`src/rtl/lph_pkg.sv`:
```
// Shared types, codes and widths for the linear probe hash table.
// No dependencies.
package lph_pkg;

   localparam int KEY_W   = 32;
   localparam int HASH_W  = 48;
   localparam int VAL_W   = 32;
   localparam int COUNT_W = 11;
   localparam int ACT_W   = 2;
   localparam int STAT_W  = 3;
   localparam int SLOT_W  = 2;

   localparam int DEF_CAPACITY = 1024;
   localparam logic [COUNT_W-1:0] LIMIT_RESET = 11'd819;

   localparam logic [ACT_W-1:0] ACT_INSERT = 2'd0;
   localparam logic [ACT_W-1:0] ACT_REMOVE = 2'd1;
   localparam logic [ACT_W-1:0] ACT_LOOKUP = 2'd2;
   localparam logic [ACT_W-1:0] ACT_CLEAR  = 2'd3;

   localparam logic [SLOT_W-1:0] SLOT_EMPTY = 2'd0;
   localparam logic [SLOT_W-1:0] SLOT_LIVE  = 2'd1;
   localparam logic [SLOT_W-1:0] SLOT_TOMB  = 2'd2;

   localparam logic [STAT_W-1:0] STAT_INSERTED = 3'd0;
   localparam logic [STAT_W-1:0] STAT_REPLACED = 3'd1;
   localparam logic [STAT_W-1:0] STAT_FOUND    = 3'd2;
   localparam logic [STAT_W-1:0] STAT_NOTFOUND = 3'd3;
   localparam logic [STAT_W-1:0] STAT_FULL     = 3'd4;
   localparam logic [STAT_W-1:0] STAT_CLEARED  = 3'd5;

   typedef struct packed {
      logic [SLOT_W-1:0] state;
      logic [KEY_W-1:0]  key;
      logic [HASH_W-1:0] hash;
      logic [VAL_W-1:0]  value;
   } entry_type;

endpackage

```
`src/rtl/lph_home.sv`:
```
// Home slot unit: key_hash mod CAPACITY.
// Power-of-two capacity is a mask; otherwise one hash byte per cycle. Uses lph_pkg.
module lph_home import lph_pkg::*; #(
   parameter int CAPACITY = DEF_CAPACITY
) (
   input  logic                        clock,
   input  logic                        reset,
   input  logic                        start,
   input  logic [HASH_W-1:0]           hash,
   output logic                        done,
   output logic [$clog2(CAPACITY)-1:0] home
);

   localparam int IW = $clog2(CAPACITY);

   generate
      if ((CAPACITY & (CAPACITY - 1)) == 0) begin : g_mask
         logic          done_ff;
         logic [IW-1:0] home_ff;

         always_ff @(posedge clock) begin
            if (reset) begin
               done_ff <= 1'b0;
            end else begin
               done_ff <= start;
            end
            home_ff <= hash[IW-1:0];
         end

         assign done = done_ff;
         assign home = home_ff;
      end else begin : g_iter
         localparam int NCH = HASH_W / 8;
         localparam int NW  = $clog2(NCH + 1);
         localparam logic [IW:0] CAP_T = (IW + 1)'(CAPACITY);

         logic              run_ff, run_in;
         logic              done_ff, done_in;
         logic [NW-1:0]     cnt_ff, cnt_in;
         logic [HASH_W-1:0] hsh_ff, hsh_in;
         logic [IW-1:0]     rem_ff, rem_in;
         logic [IW-1:0]     step_r;

         always_comb begin
            logic [IW:0]   t;
            logic [IW-1:0] r;
            r = rem_ff;
            for (int j = 7; j >= 0; j--) begin
               t = {r, hsh_ff[HASH_W-8+j]};
               if (t >= CAP_T) begin
                  t = t - CAP_T;
               end
               r = t[IW-1:0];
            end
            step_r = r;
         end

         always_comb begin
            run_in  = run_ff;
            done_in = 1'b0;
            cnt_in  = cnt_ff;
            hsh_in  = hsh_ff;
            rem_in  = rem_ff;
            if (start) begin
               run_in = 1'b1;
               cnt_in = NW'(NCH);
               hsh_in = hash;
               rem_in = '0;
            end else if (run_ff) begin
               rem_in = step_r;
               hsh_in = {hsh_ff[HASH_W-9:0], 8'd0};
               cnt_in = cnt_ff - 1'b1;
               if (cnt_ff == NW'(1)) begin
                  run_in  = 1'b0;
                  done_in = 1'b1;
               end
            end
         end

         always_ff @(posedge clock) begin
            if (reset) begin
               run_ff  <= 1'b0;
               done_ff <= 1'b0;
               cnt_ff  <= '0;
            end else begin
               run_ff  <= run_in;
               done_ff <= done_in;
               cnt_ff  <= cnt_in;
            end
            hsh_ff <= hsh_in;
            rem_ff <= rem_in;
         end

         assign done = done_ff;
         assign home = rem_ff;
      end
   endgenerate

endmodule

```
`config.mk`:
```
export PLATFORM = sky130hd
export DESIGN_NAME = lph_home
export DESIGN_NICKNAME = d
export VERILOG_FILES = /design/src/rtl/lph_pkg.sv /design/src/rtl/lph_home.sv
export SDC_FILE = /design/constraint.sdc
export NUM_CORES = 1
export LEC_CHECK = 0
export ABC_AREA = 1
export BUFFER_PORTS_ARGS = -buffer_cell sky130_fd_sc_hd__buf_2
export CAP_MARGIN = 20
export CORE_AREA = 2 2 39 41
export CTS_CLUSTER_SIZE = 10
export DETAILED_ROUTE_END_ITERATION = 10
export DIE_AREA = 0 0 41 43
export GPL_ROUTABILITY_DRIVEN = 0
export MAX_ROUTING_LAYER = met4
export PLACE_DENSITY = 0.77
export REMOVE_ABC_BUFFERS = 1
export SLEW_MARGIN = 0
export SYNTH_ARGS = -nofsm -noshare
export SYNTH_HDL_FRONTEND = slang
export SYNTH_SLANG_ARGS = --single-unit
export TNS_END_PERCENT = 10
```
`constraint.sdc`:
```
create_clock -name clock -period 0.8 [get_ports clock]
set_input_delay 0.16 -clock clock [delete_from_list [all_inputs] [get_ports clock]]
set_output_delay 0.16 -clock clock [all_outputs]
set_load 0.05 [all_outputs]
```
==> flow_summary.ini, run 1 <==
[run_status]
status = finished with violations
violations = negative setup slack

[routing]
avgRoutedWirePerCell_um = 9.56
top_layer = met3
wl_met3_um = 39
drc = 0
wl_met1_um = 200
drtAntennaViolNets = 0
first_pass_iters = 2
drt-total-wl_um = 631
num_vias = 221
drt-initial-drc-count = 1
route.met2.wl_um = 392
routed_via_density = 3.35

[synthesis]
syn_inst = 13
ys_seq_area_share_pct = 95.7
synth_top_cell_by_area = dfxtp_1
synth_cell_types = 3
muxShareOfSynthArea_pct = 0
synth_compound_area_share_pct = 0
synth_area_per_cell_um2 = 17.7
synth.yosys.warnings = 0
ys_ff_latch = 11
synth_top_family_by_area = simple AND/OR/NAND/NOR gates
synth_xor_area_share_pct = 0
synth-adder-area-share_pct = 0
synth_top_area_share_pct = 95.7
yosys.area_share.simple_pct = 2.72
netlist_top_cells_area = dfxtp_1 (96%), nor2_2 (2.7%), inv_1 (1.6%)
synth_area_um2 = 230

[finish]
nFillCells = 137
layout-drive-gt1-share_pct = 76.0
area_growth_pct = 162
nNetsFinal = 102
final_cell_area_um2 = 604
num_antenna_cells = 0
postLayoutCoreUtil_pct = 43.7
stdcell_count = 66

[floorplanning]
ios = 62
chipWidth_um = 41
initial_utilization_pct = 16.6
floorplan.rows = 14
core_area_um2 = 1380
fp.dieH_um = 43
die_area_um2 = 1760

[power]
power_frac_comb_pct = 21.1
pwr-share-clk_pct = 29.2
p_switching_uw = 308
leakage_nw = 0.282
powerDensity_nw_per_um2 = 2000
p_sw_share_pct = 25.5
finalPower_mw = 1.21
peakVddDrop_uv = 616
internal_power_uw = 900
p_seq_share_pct = 49.8

[clock_tree]
cts_root_buffer = clkbuf_4
cts_made_buffers = 3
cts_tree = yes
h-tree-depth = 1
clock_sinks = 11
cts_max_path_buffers = 2
clk_pin_slew_worst_paths_ns = 0.06

[critical_path]
arrival_ns = 0.74
worstPathRequired_ns = 0.64
path_class = flop to output port
crit_path_end_kind = output port
cp_top_family = flip-flops
slowest_stage = dfxtp_2
crit_path_cell_trace = buf_8
crit_start = home[5]
worst-path-max-fanout = 1
cp_num_buf_inv = 1
cp-start-kind = flop
slowest_delay_ns = 0.34

[global_route]
grt_pass1_vias = 217
grt_pass1_wl_um = 779
grt_max_degree = 7
grt_overflow = 0
grtUsageTotal_pct = 7.33
antenna_found_initial = 0

[sta]
worst_pin_slew_ns = 0.111
rsz0062_at_grt = true
hold_viol = 0
fmax_ghz = 1.11
fin_ws_ns = -0.0973
slew_headroom_pct = 92.6
setup_viol = 11
fin_crit_sh_pct = 112
maxSlewViolCount = 0
layout_min_cycle_time_ns = 0.897
fin_hold_ws_ns = 0.0510

[placement]
placed_cells = 52
place_area_um2 = 365
io_buffers = 23

[hold_path]
hp-start = reset
hold_path.class = input port to flop

[run]
cap_violations = 0
power by group through the flow:
stage | clock, mW | combinational, mW | sequential, mW
after CTS | 0.371 | 0.242 | 0.596
after global routing | 0.398 | 0.267 | 0.603
after detailed placement | 0 | 0.164 | 0.595
after global placement | 0 | 0.163 | 0.594
after floorplan | 0 | 0.00283 | 0.702
final | 0.352 | 0.255 | 0.601
path summary, 6_finish.rpt:
| kind | cells after the start | endpoint | slack [ns] |
|---|---|---|---|
| max | 1 | home[5] | -0.1 |
| min | 2 | done | 0.05 |
flip-flops by register name, indices dropped and copies added, names as in the netlist:
register and cells:
home 10, done 1
cells by family after synthesis:
kind of cell	count (synthesis)
buffers and inverters	1
and+or+nand+nor	1
DFF	11
stage by stage:
| stage | setup TNS (ns) | setup slack [ns] |
|---|---|---|
| 2_1_floorplan | 0 | 0.0527 |
| 3_3_place_gp | 0 | 0.106 |
| 3_5_place_dp | 0 | 0.0994 |
| 4_1_cts | -1.06 | -0.100 |
| 5_1_grt | -1.28 | -0.121 |
| 6_report | -0.955 | -0.0973 |
routing by layer:
layer	global-route usage (%)	vias up
met3	0	0
li1	-	112
met1	6.17	98
met5	-	-
met2	11.6	11
met4	10.0	0
synthesized netlist by cell type:
| cell | count |
|---|---|
| dfxtp_1 | 11 |
| nor2_2 | 1 |
| inv_1 | 1 |
cells in the final DEF, fill, tap and decap left out:
cell type / n
buf_2: 12
buf_6: 3
buf_8: 8
clkbuf_1: 1
clkbuf_4: 3
dfxtp_2: 11
dlygate4sd3_1: 10
inv_1: 1
nor2_2: 1
what timing repair did:
item / CTS / global route
cloned: 0 / 0
buffers inserted: 0 / 0
hold buffers: 10 / 0
gates resized for setup: 35 / 6
endpoints found under the setup margin: 11 / 11
hold endpoints to repair: 10 / 0
area by class of cell:
type / instances / area [um2] / share of cell area [%]
Timing Repair Buffer: 33 / 314 / 52.0
Tap cell: 16 / 20.0 / 3.31
Clock buffer: 4 / 26.3 / 4.35
Inverter: 1 / 3.75 / 0.621
Sequential cell: 11 / 234 / 38.7
Multi-Input combinational cell: 1 / 6.26 / 1.04
No activity file was read; power rests on OpenSTA's default activity.
==> run 2, diff against run 1 <==
ABC_AREA = 0   (was 1)
==> flow_summary.ini, run 2 <==
[finish]
most-common-layout-cells = buf_2 (12), dfxtp_2 (11), buf_8 (11)
largest_register_ffs = 10
final_cell_area_um2 = 609
area_growth_pct = 160
layout_commonest_cell = buf_2
num_antenna_cells = 0
nNetsFinal = 100
layout-drive-gt1-share_pct = 79.2

[routing]
first_pass_iters = 3
wl_met1_um = 260
wl_met3_um = 149
drtAntennaViolNets = 0
avgRoutedWirePerCell_um = 10.4
num_vias = 224
drc = 0
drt-initial-drc-count = 3
top_layer = met4
route.met2.wl_um = 244
drt-total-wl_um = 665
routed_via_density = 3.50

[sta]
fin_hold_ws_ns = 0.0132
slew_headroom_pct = 95.1
fin_crit_sh_pct = 113
fin_ws_ns = -0.100
layout_min_cycle_time_ns = 0.900
worst_pin_slew_ns = 0.0741
rsz0062_at_grt = true
fmax_ghz = 1.11
hold_viol = 0
maxSlewViolCount = 0
setup_viol = 11

[synthesis]
synth_top_area_share_pct = 94.1
ys_ff_latch = 11
synth_async_sr_flop_share_pct = 0
netlist_top_cells_area = dfxtp_1 (94%), nor2b_4 (5.9%)
synth_area_um2 = 234
synthFlopType = dfxtp_1
synth-edff-count = 0
ys_seq_area_share_pct = 94.1
synth_cell_types = 2
synth.yosys.warnings = 0
ys_top_cells_by_count = dfxtp_1 (11), nor2b_4 (1)
synth_top_cell_by_area = dfxtp_1
synth_area_per_cell_um2 = 19.5
syn_inst = 12
yosysMostFrequentCell = dfxtp_1

[critical_path]
worst-path-max-fanout = 1
crit_path_end_kind = output port
cp_top_family = flip-flops
worstPathRequired_ns = 0.64
arrival_ns = 0.74
cp-start-kind = flop
slowest_stage = dfxtp_2
crit_path_cell_trace = buf_8
slowest_delay_ns = 0.34
path_class = flop to output port
cp_num_buf_inv = 1

[clock_tree]
h-tree-depth = 1
cts_max_path_buffers = 2
cts_setup_buffers = 0
cts_tree = yes
cts_made_buffers = 3
clock_sinks = 11
clk_pin_slew_worst_paths_ns = 0.06
cts_root_buffer = clkbuf_4

[global_route]
grt_pass1_vias = 228
grt_max_degree = 7
grtUsageTotal_pct = 8.69
grt_pass1_wl_um = 897
antenna_found_initial = 0
grt_overflow = 0

[hold_path]
hold_path.class = input port to flop
hp-start = hash[3]
hold_depth = 1
min_to = home[3]

[run_status]
status = finished with violations
violations = negative setup slack

[power]
finalPower_mw = 1.22
powerDensity_nw_per_um2 = 2000
peakVddDrop_uv = 1040
leakage_nw = 0.282

[floorplanning]
fp.dieH_um = 43
ios = 62
core_area_um2 = 1380
die_area_um2 = 1760
initial_utilization_pct = 16.9
floorplan.rows = 14
chipWidth_um = 41

[placement]
place_ws_ns = 0.0787
place_area_um2 = 369
io_buffers = 23

[run]
cap_violations = 0
==> run 2: changes by cell type in the layout (fill, tap and decap cells not counted) <==
cell	delta
dlygate4sd3_1	-1
nor2_2	-1
inv_1	-1
buf_6	-3
buf_8	+3
nor2b_4	+1
==> run 2: what timing repair did <==
action,4_1_cts,5_1_grt
setup endpoints to repair,11,11
resized for setup,43,1
endpoints found under the hold margin,8,1
hold buffers,8,1
==> run 2: stage by stage <==
| step | TNS [ns] | instances | utilization, % |
|---|---|---|---|
| 6_report | -0.999 | 64 | 44.0 |
| 5_1_grt | -1.27 | 64 | 44.0 |
| 4_1_cts | -1.10 | 63 | 43.0 |
| 3_5_place_dp | 0 | 51 | 26.7 |
| 3_3_place_gp | 0 | 51 | 26.7 |
| 2_1_floorplan | 0 | 12 | - |
==> run 2: logic make-up after synthesis <==
| kind of cell | synth area share [%] |
|---|---|
| simple gates | 5.88 |
| flops | 94.1 |
==> run 2: worst max path at each step <==
stage | startpoint | slack, ns | endpoint | depth (start not counted)
6_report | home[6] | -0.10 | home[6] | 1
5_1_grt | home[1] | -0.13 | home[1] | 1
4_1_cts | home[1] | -0.11 | home[1] | 1
3_5_place_dp | home[5] | 0.08 | home[5] | 1
3_3_place_gp | home[7] | 0.1 | home[7] | 1
2_1_floorplan | done | 0.05 | done | 0
==> run 2: final cells by class <==
| cell class | instances | area [um2] |
|---|---|---|
| Sequential cell | 11 | 234 |
| Clock buffer | 4 | 26.3 |
| Multi-Input combinational cell | 1 | 13.8 |
| Tap cell | 16 | 20.0 |
| Timing Repair Buffer | 32 | 315 |
| Fill cell | 134 | 774 |
==> run 2: report_power, final <==
group          total [mW]  switching (mW)  internal (mW)
sequential          0.602          0.0188          0.584
clock               0.356           0.164          0.192
combinational       0.260           0.131          0.130
==> run 2: metal layers <==
metal	up-vias	GRT usage (%)
li1	109	-
met1	89	8.50
met2	24	10.6
met3	2	6.28
met4	0	8.00
met5	-	-
